### config.mk
export PLATFORM = sky130hd
export DESIGN_NAME = one_wire_temperature_reader
export DESIGN_NICKNAME = d
export VERILOG_FILES = /design/src/sv/owtr_pkg.sv /design/src/sv/one_wire_temperature_reader.sv
export SDC_FILE = /design/constraint.sdc
export NUM_CORES = 1
export LEC_CHECK = 0
export BUFFER_PORTS_ARGS = -buffer_cell sky130_fd_sc_hd__buf_2
export CAP_MARGIN = 30
export CORE_UTILIZATION = 60
export CTS_BUF_LIST = sky130_fd_sc_hd__clkbuf_4 sky130_fd_sc_hd__clkbuf_8 sky130_fd_sc_hd__clkbuf_16
export DETAILED_ROUTE_END_ITERATION = 7
export PLACE_DENSITY = 0.8
export SLEW_MARGIN = 30
export SYNTH_ARGS = -nofsm -noshare
export SYNTH_HDL_FRONTEND = slang
export SYNTH_SLANG_ARGS = --single-unit
### constraint.sdc
create_clock -name clk_i -period 9.2 [get_ports clk_i]
set_clock_uncertainty 0.15 [all_clocks]
set_input_delay 0.46 -clock clk_i [delete_from_list [all_inputs] [get_ports clk_i]]
set_output_delay 0.46 -clock clk_i [all_outputs]
set_load 0.005 [all_outputs]
### src/sv/owtr_pkg.sv
`timescale 1ns / 1ps

package owtr_pkg;

  // Bus sequencer phase codes
  localparam logic [4:0] PH_IDLE    = 5'd0;
  localparam logic [4:0] PH_R_HIGH  = 5'd1;
  localparam logic [4:0] PH_R_LOW   = 5'd2;
  localparam logic [4:0] PH_R_REL   = 5'd3;
  localparam logic [4:0] PH_R_WAIT  = 5'd4;
  localparam logic [4:0] PH_W_PRE   = 5'd5;
  localparam logic [4:0] PH_W_LOW   = 5'd6;
  localparam logic [4:0] PH_W_BIT   = 5'd7;
  localparam logic [4:0] PH_W_END   = 5'd8;
  localparam logic [4:0] PH_RD_PRE  = 5'd9;
  localparam logic [4:0] PH_RD_LOW  = 5'd10;
  localparam logic [4:0] PH_RD_REL  = 5'd11;
  localparam logic [4:0] PH_RD_WAIT = 5'd12;

  // Configuration register indexes
  localparam logic [1:0] REG_UNIT_TICKS  = 2'd0;
  localparam logic [1:0] REG_SHORT_GAP   = 2'd1;
  localparam logic [1:0] REG_NOP_TICKS   = 2'd2;

  // Register reset values
  localparam logic [15:0] UNIT_TICKS_RST  = 16'd550;
  localparam logic [15:0] SHORT_GAP_RST   = 16'd200;
  localparam logic [15:0] NOP_TICKS_RST   = 16'd50;

  // Sensor command bytes
  localparam logic [7:0] CMD_SKIP_ROM = 8'hCC;
  localparam logic [7:0] CMD_CONVERT  = 8'h44;
  localparam logic [7:0] CMD_READ_SP  = 8'hBE;

  // Unit counts of the timed phases
  localparam logic [5:0] UNITS_GAP   = 6'd1;
  localparam logic [5:0] UNITS_LONG  = 6'd50;
  localparam logic [5:0] UNITS_SLOT  = 6'd6;

  // Byte sequence steps
  localparam logic [2:0] STEP_SKIP1   = 3'd0;
  localparam logic [2:0] STEP_CONVERT = 3'd1;
  localparam logic [2:0] STEP_SKIP2   = 3'd2;
  localparam logic [2:0] STEP_READ_SP = 3'd3;
  localparam logic [2:0] STEP_RD_LOW  = 3'd4;
  localparam logic [2:0] STEP_RD_HIGH = 3'd5;

  // Raw words above this are read as negative (sixteenths of a degree)
  localparam logic [15:0] NEG_THRESHOLD = 16'd60000;

  typedef struct packed {
    logic start_req;
    logic line_in;
  } in_item_t;

  typedef struct packed {
    logic               drive_low;
    logic               busy_res;
    logic               done_res;
    logic [15:0]        raw_word;
    logic signed [16:0] temp_sixteenths;
  } out_item_t;

endpackage

### src/sv/one_wire_temperature_reader.sv
`timescale 1ns / 1ps
// An input transfer reaches its result through two registers (input register, result register).
// One item per cycle while the output is not stalled; each item is one tick of the bus sequencer, whose next
// state is formed by one pass of combinational logic from the input register.
// Reset (asynchronous, active low) returns the sequencer to idle, clears its state and
// both valid flags, and loads the timing registers with 550, 200 and 50 ticks.

module one_wire_temperature_reader
  import owtr_pkg::*;
(
  input  logic      clk_i,
  input  logic      rst_ni,
  input  logic      in_valid_i,
  output logic      in_stall_o,
  input  in_item_t  in_data_i,
  output logic      out_valid_o,
  input  logic      out_stall_i,
  output out_item_t out_data_o,
  input  logic        cfg_we_i,
  input  logic [1:0]  cfg_idx_i,
  input  logic [15:0] cfg_data_i
);

  // Timing registers
  logic [15:0] unit_ticks_q, short_gap_q, nop_ticks_q;

  // Pipeline registers
  logic      in_valid_q, out_valid_q;
  in_item_t  in_q;
  out_item_t out_q;
  logic      advance;

  // Sequencer state
  logic [4:0]  phase_q, phase_d;
  logic [15:0] tick_q, tick_d;
  logic [5:0]  unit_q, unit_d;
  logic [2:0]  bit_q, bit_d;
  logic [2:0]  step_q, step_d;
  logic [7:0]  shift_q, shift_d;
  logic [7:0]  low_q, low_d;
  logic [15:0] word_q, word_d;

  // Effective state once a start request from idle is applied
  logic [4:0]  eff_phase;
  logic [15:0] eff_tick;
  logic [5:0]  eff_unit;
  logic [2:0]  eff_bit, eff_step;

  logic [15:0] len_sel, len_eff;
  logic [16:0] tick_inc;
  logic        tick_hit, units_hit, uses_tick, uses_unit;
  logic [5:0]  unit_inc, unit_lim;
  logic        drive, done;
  out_item_t   res;

  // Configuration writes
  always_ff @(posedge clk_i or negedge rst_ni) begin
    if (!rst_ni) begin
      unit_ticks_q <= UNIT_TICKS_RST;
      short_gap_q  <= SHORT_GAP_RST;
      nop_ticks_q  <= NOP_TICKS_RST;
    end else if (cfg_we_i) begin
      case (cfg_idx_i)
        REG_UNIT_TICKS: unit_ticks_q <= cfg_data_i;
        REG_SHORT_GAP:  short_gap_q  <= cfg_data_i;
        REG_NOP_TICKS:  nop_ticks_q  <= cfg_data_i;
        default: ;
      endcase
    end
  end

  // Handshake: a held item moves on when the result register is free or being emptied
  assign advance    = in_valid_q && (!out_valid_q || !out_stall_i);
  assign in_stall_o = in_valid_q && !advance;

  always_ff @(posedge clk_i or negedge rst_ni) begin
    if (!rst_ni) begin
      in_valid_q <= 1'b0;
    end else if (in_valid_i && !in_stall_o) begin
      in_valid_q <= 1'b1;
    end else if (advance) begin
      in_valid_q <= 1'b0;
    end
  end

  always_ff @(posedge clk_i) begin
    if (in_valid_i && !in_stall_o) begin
      in_q <= in_data_i;
    end
  end

  // Start request from idle restarts the counters
  always_comb begin
    if (phase_q == PH_IDLE && in_q.start_req) begin
      eff_phase = PH_R_HIGH;
      eff_tick  = '0;
      eff_unit  = '0;
      eff_bit   = '0;
      eff_step  = STEP_SKIP1;
    end else begin
      eff_phase = phase_q;
      eff_tick  = tick_q;
      eff_unit  = unit_q;
      eff_bit   = bit_q;
      eff_step  = step_q;
    end
  end

  // Tick and unit counters of the current phase
  always_comb begin
    case (eff_phase)
      PH_W_PRE, PH_RD_PRE:             len_sel = nop_ticks_q;
      PH_W_LOW, PH_RD_LOW, PH_RD_REL:  len_sel = short_gap_q;
      default:                         len_sel = unit_ticks_q;
    endcase
    case (eff_phase)
      PH_R_LOW, PH_R_WAIT:             unit_lim = UNITS_LONG;
      PH_R_REL, PH_W_BIT, PH_RD_WAIT:  unit_lim = UNITS_SLOT;
      default:                         unit_lim = UNITS_GAP;
    endcase
  end

  assign len_eff   = (len_sel == 16'd0) ? 16'd1 : len_sel;
  assign tick_inc  = {1'b0, eff_tick} + 17'd1;
  assign tick_hit  = tick_inc >= {1'b0, len_eff};
  assign unit_inc  = eff_unit + 6'd1;
  assign units_hit = tick_hit && (unit_inc >= unit_lim);
  assign uses_tick = (eff_phase != PH_IDLE) && (eff_phase <= PH_RD_WAIT);
  assign uses_unit = eff_phase inside {PH_R_HIGH, PH_R_LOW, PH_R_REL, PH_R_WAIT,
                                       PH_W_BIT, PH_W_END, PH_RD_WAIT};

  // Next state of the sequencer for one tick
  always_comb begin
    phase_d = eff_phase;
    tick_d  = eff_tick;
    unit_d  = eff_unit;
    bit_d   = eff_bit;
    step_d  = eff_step;
    shift_d = shift_q;
    low_d   = low_q;
    word_d  = word_q;
    drive   = 1'b0;
    done    = 1'b0;

    if (uses_tick) begin
      tick_d = tick_hit ? 16'd0 : tick_inc[15:0];
    end
    if (uses_unit && tick_hit) begin
      unit_d = units_hit ? 6'd0 : unit_inc;
    end

    case (eff_phase)
      PH_IDLE: ;
      PH_R_HIGH: begin
        if (units_hit) phase_d = PH_R_LOW;
      end
      PH_R_LOW: begin
        drive = 1'b1;
        if (units_hit) phase_d = PH_R_REL;
      end
      PH_R_REL: begin
        if (units_hit) phase_d = in_q.line_in ? PH_R_HIGH : PH_R_WAIT;
      end
      PH_R_WAIT: begin
        if (units_hit) begin
          if (in_q.line_in) begin
            shift_d = CMD_SKIP_ROM;
            bit_d   = '0;
            phase_d = PH_W_PRE;
          end else begin
            phase_d = PH_R_HIGH;
          end
        end
      end
      PH_W_PRE: begin
        if (tick_hit) phase_d = PH_W_LOW;
      end
      PH_W_LOW: begin
        drive = 1'b1;
        if (tick_hit) phase_d = PH_W_BIT;
      end
      PH_W_BIT: begin
        drive = ~shift_q[0];
        if (units_hit) begin
          shift_d = {1'b0, shift_q[7:1]};
          if (eff_bit == 3'd7) begin
            bit_d   = '0;
            phase_d = PH_W_END;
          end else begin
            bit_d   = eff_bit + 3'd1;
            phase_d = PH_W_PRE;
          end
        end
      end
      PH_W_END: begin
        if (units_hit) begin
          case (eff_step)
            STEP_SKIP1: begin
              step_d  = STEP_CONVERT;
              shift_d = CMD_CONVERT;
              bit_d   = '0;
              phase_d = PH_W_PRE;
            end
            STEP_CONVERT: begin
              step_d  = STEP_SKIP2;
              phase_d = PH_R_HIGH;
            end
            STEP_SKIP2: begin
              step_d  = STEP_READ_SP;
              shift_d = CMD_READ_SP;
              bit_d   = '0;
              phase_d = PH_W_PRE;
            end
            STEP_READ_SP: begin
              step_d  = STEP_RD_LOW;
              shift_d = '0;
              bit_d   = '0;
              phase_d = PH_RD_PRE;
            end
            default: phase_d = PH_IDLE;
          endcase
        end
      end
      PH_RD_PRE: begin
        if (tick_hit) phase_d = PH_RD_LOW;
      end
      PH_RD_LOW: begin
        drive = 1'b1;
        if (tick_hit) phase_d = PH_RD_REL;
      end
      PH_RD_REL: begin
        if (tick_hit) begin
          shift_d = {in_q.line_in, shift_q[7:1]};
          phase_d = PH_RD_WAIT;
        end
      end
      PH_RD_WAIT: begin
        if (units_hit) begin
          if (eff_bit == 3'd7) begin
            bit_d = '0;
            if (eff_step == STEP_RD_LOW) begin
              low_d   = shift_q;
              shift_d = '0;
              step_d  = STEP_RD_HIGH;
              phase_d = PH_RD_PRE;
            end else if (eff_step == STEP_RD_HIGH) begin
              word_d  = {shift_q, low_q};
              done    = 1'b1;
              phase_d = PH_IDLE;
            end else begin
              phase_d = PH_IDLE;
            end
          end else begin
            bit_d   = eff_bit + 3'd1;
            phase_d = PH_RD_PRE;
          end
        end
      end
      default: phase_d = PH_IDLE;
    endcase
  end

  // Result item; raw words above the threshold wrap to negative values
  always_comb begin
    res.drive_low       = drive;
    res.busy_res        = (eff_phase != PH_IDLE);
    res.done_res        = done;
    res.raw_word        = word_d;
    res.temp_sixteenths = signed'({(word_d > NEG_THRESHOLD), word_d});
  end

  // Sequencer state advances once per transferred item
  always_ff @(posedge clk_i or negedge rst_ni) begin
    if (!rst_ni) begin
      phase_q <= PH_IDLE;
      tick_q  <= '0;
      unit_q  <= '0;
      bit_q   <= '0;
      step_q  <= STEP_SKIP1;
      shift_q <= '0;
      low_q   <= '0;
      word_q  <= '0;
    end else if (advance) begin
      phase_q <= phase_d;
      tick_q  <= tick_d;
      unit_q  <= unit_d;
      bit_q   <= bit_d;
      step_q  <= step_d;
      shift_q <= shift_d;
      low_q   <= low_d;
      word_q  <= word_d;
    end
  end

  // Result register
  always_ff @(posedge clk_i or negedge rst_ni) begin
    if (!rst_ni) begin
      out_valid_q <= 1'b0;
    end else if (advance) begin
      out_valid_q <= 1'b1;
    end else if (!out_stall_i) begin
      out_valid_q <= 1'b0;
    end
  end

  always_ff @(posedge clk_i) begin
    if (advance) begin
      out_q <= res;
    end
  end

  assign out_valid_o = out_valid_q;
  assign out_data_o  = out_q;

`ifndef SYNTHESIS
  // A finished result is always reported inside a busy sequence
  assert property (@(posedge clk_i) disable iff (!rst_ni)
    out_valid_q && out_q.done_res |-> out_q.busy_res)
    else $error("done without busy");

  // The line is only pulled low while a sequence runs
  assert property (@(posedge clk_i) disable iff (!rst_ni)
    out_valid_q && out_q.drive_low |-> out_q.busy_res)
    else $error("line driven while idle");

  // The sequencer never leaves the defined phases
  assert property (@(posedge clk_i) disable iff (!rst_ni)
    phase_q <= PH_RD_WAIT)
    else $error("phase out of range");

  // The result word only changes on a completed read
  assert property (@(posedge clk_i) disable iff (!rst_ni)
    advance && !done |=> $stable(word_q))
    else $error("result word changed without done");
`endif

endmodule

==> results.sh <==
export IMPL_numPortBuffers=62
export IMPL_ys_types=75
export IMPL_vias=5907
export IMPL_synth_nets=767
export IMPL_setup_violations=0
export IMPL_area_delta_synth_final_pct=12.1
export IMPL_start_util=0.615
export IMPL_layout_commonest_cell="dfrtp_1"
export IMPL_grt_max_degree=60
export IMPL_p_per_area_nw_per_um2=243
export IMPL_grt_pass1_vias=5747
export IMPL_min_period_ns=6.38
export IMPL_final_cell_mix="dfrtp_1, mux2_2, buf_2, nand2_1, a21oi_1"
export IMPL_holdWs_ns=0.0628
export IMPL_drt_iter0_markers=528
export IMPL_avgSynthCellArea_um2=10.8
export IMPL_post_route_util=0.689
export IMPL_grt_pass1_wl_um=28500
export IMPL_ys_warnings_count=0
export IMPL_worst_setup_path_start_kind="flip-flop"
export IMPL_first_pass_iters=5
export IMPL_vdd_ir_drop_max_v=0.000141
export IMPL_syn_cell_area_um2=7730
export IMPL_fin_crit_sh=0.693
export IMPL_hold_depth=1
export IMPL_hold_buffers=1
export IMPL_p_total_mw=2.10
export IMPL_via_per_inst=6.28
export IMPL_synth_edf_count=22
export IMPL_hold_violations=0
export IMPL_cp_required_ns=9.23
export IMPL_dieArea_um2=13300
export IMPL_drcViolationCount=0
export IMPL_clkLatencyLatePin_ns=0.43
export IMPL_postSynth_asyncResetShare=0.839
export IMPL_worst_pin_slew_ns=0.993
export IMPL_worstPathArrival_ns=6.41
export IMPL_antenna_cells=0
export IMPL_ff2ff_path_depth=16
export IMPL_p_leak_nw=3.81
export IMPL_final_nets=806
export IMPL_status="finished, final reports clean"
export IMPL_clk_transition_reported_paths_ns=0.06
export IMPL_clock_sinks=137
export IMPL_ys_ff_latch=137
export IMPL_cts_buffer_depth=2
export IMPL_cts_tree="yes"
export IMPL_grt_overflow=0
export IMPL_die_y_um=116
export IMPL_detail_route_wl_per_cell_um=18.7
export IMPL_postCtsSetupRepairBufs=0
export IMPL_h_tree_depth=4
export IMPL_fp_row_count=41
export IMPL_cts_root_buf="clkbuf_16"
export IMPL_numCtsBuffers=17
export IMPL_die_w_um=116
export IMPL_slew_violations=0
export IMPL_antenna_found_initial=0
export IMPL_yosysSeqAreaShare=0.459
export IMPL_wirelength_um=17600
export IMPL_antenna_left=0
export IMPL_grtUsageTotal=0.281
export IMPL_fmax_mhz=157
export IMPL_drive_gt1_frac=0.289
export IMPL_synthFlopType="dfrtp_1"
export IMPL_worst_path_max_fanout=24
export IMPL_cap_viol_max_count=0
export IMPL_endpoint_kind="flip-flop"
export IMPL_cts_repair_resized=0
export IMPL_core_area_um2=12600
export IMPL_rsz0062_at_grt="false"
export IMPL_pin_count=63
export IMPL_globalplace_congestion=0.939
export IMPL_hold_class="in -> reg"
export IMPL_synthCells=717
export IMPL_dp_hpwl_um=12000
export IMPL_worstSetupPathType="reg -> reg"
export IMPL_finalSetupTns_ns=0
export IMPL_relSlewSlack=0.338
## Yosys cell counts (6+ instances only)
cell type	number	share of area
nor3_1	15	0.0097
mux2_4	9	0.017
dfrtp_1	105	0.34
xnor2_1	12	0.014
edfxtp_1	22	0.085
a21oi_1	50	0.032
nand4_1	13	0.011
dfstp_2	10	0.034
mux2i_1	6	0.0078
a32o_1	6	0.0078
inv_1	18	0.0087
xor2_1	6	0.0068
nor2_1	42	0.020
and2_1	16	0.013
clkbuf_1	22	0.011
ha_1	25	0.040
nand3_1	22	0.014
nand2_1	56	0.027
a22o_1	19	0.022
nand2b_1	7	0.0057
buf_4	17	0.017
mux2_2	83	0.12
o21ai_0	38	0.025
## power by group
| part | leakage [nW] | total [mW] | switching, mW | internal (mW) |
|---|---|---|---|---|
| sequential | 1.66 | 0.806 | 0.0995 | 0.707 |
| clock | 0.302 | 0.716 | 0.265 | 0.451 |
| combinational | 1.84 | 0.579 | 0.357 | 0.222 |
| total | 3.81 | 2.10 | 0.722 | 1.38 |
## final cells by class
class	instances	area [um^2]
fillers	895	3910
clock buffers	22	475
flip-flops and latches	137	3550
well taps	172	215
clock inverters	10	143
inverters	18	67.6
multi-input cells	513	3840
repair buffers	69	368
## cells by family (layout without fill, tap and decap cells)
| group | Yosys count | count (layout) | share of synthesized area |
|---|---|---|---|
| and+or+nand+nor | 211 | 211 | 0.146 |
| AOI/OAI and AO/OA | 161 | 161 | 0.142 |
| DFF | 137 | 137 | 0.459 |
| muxes | 98 | 98 | 0.146 |
| buffers and inverters | 67 | 119 | 0.0450 |
| adders and majority gates | 25 | 25 | 0.0405 |
| xor gates and xnor gates | 18 | 18 | 0.0204 |
## worst paths after layout
path                                  end  slack (ns)           start
max reg2reg                out_data_o[26]        2.82      phase_q[4]
min in group asynchronous  nop_ticks_q[9]        0.49          rst_ni
min reg2reg                nop_ticks_q[2]        0.36  nop_ticks_q[2]
min                               in_q[1]        0.06    in_data_i[1]
max                        out_data_o[26]        2.82      phase_q[4]
max in group asynchronous      shift_q[1]        7.19          rst_ni
## stage by stage
stage                     instance area (um^2)  cells  setup WS (ns)
after CTS                                 8660    941           2.77
after floorplan                           7730    717           4.19
final                                     8660    941           2.82
after global placement                    8020    907           2.83
after detailed placement                  8030    908           2.77
after global routing                      8660    941           2.44
## worst max-delay path: stages (launching register included)
cell and delay (ns):
dfrtp_1 0.78, nor2b_1 0.19, nand2_1 0.67, and2_1 0.29, ha_1 0.23, nand3_2 0.15
or4_4 0.57, xor2_1 0.16, nor2_1 0.17, ha_1 0.28, nand4_1 0.12, nor2_1 0.07
a311o_1 0.36, a2111oi_4 0.94, nor2_4 0.15, and3_2 0.44, mux2_4 0.36
## registers in the layout, indices dropped and copies added (netlist names), 2 cells and up
signal	count
bit_q	3
in_q	2
low_q	8
nop_ticks_q	16
out_data_o	20
phase_q	5
shift_q	8
short_gap_q	16
step_q	3
tick_q	16
unit_q	6
unit_ticks_q	16
word_q	16
## per-layer routing
metal  up-vias  global-route usage  routed length, um
met5         -                   0                  0
met2       242               0.471               8910
li1       2712                   -                  -
met3        39              0.0539                980
met4         0               0.148                499
met1      2914               0.347               7220
No activity file was read; power rests on OpenSTA's default activity.
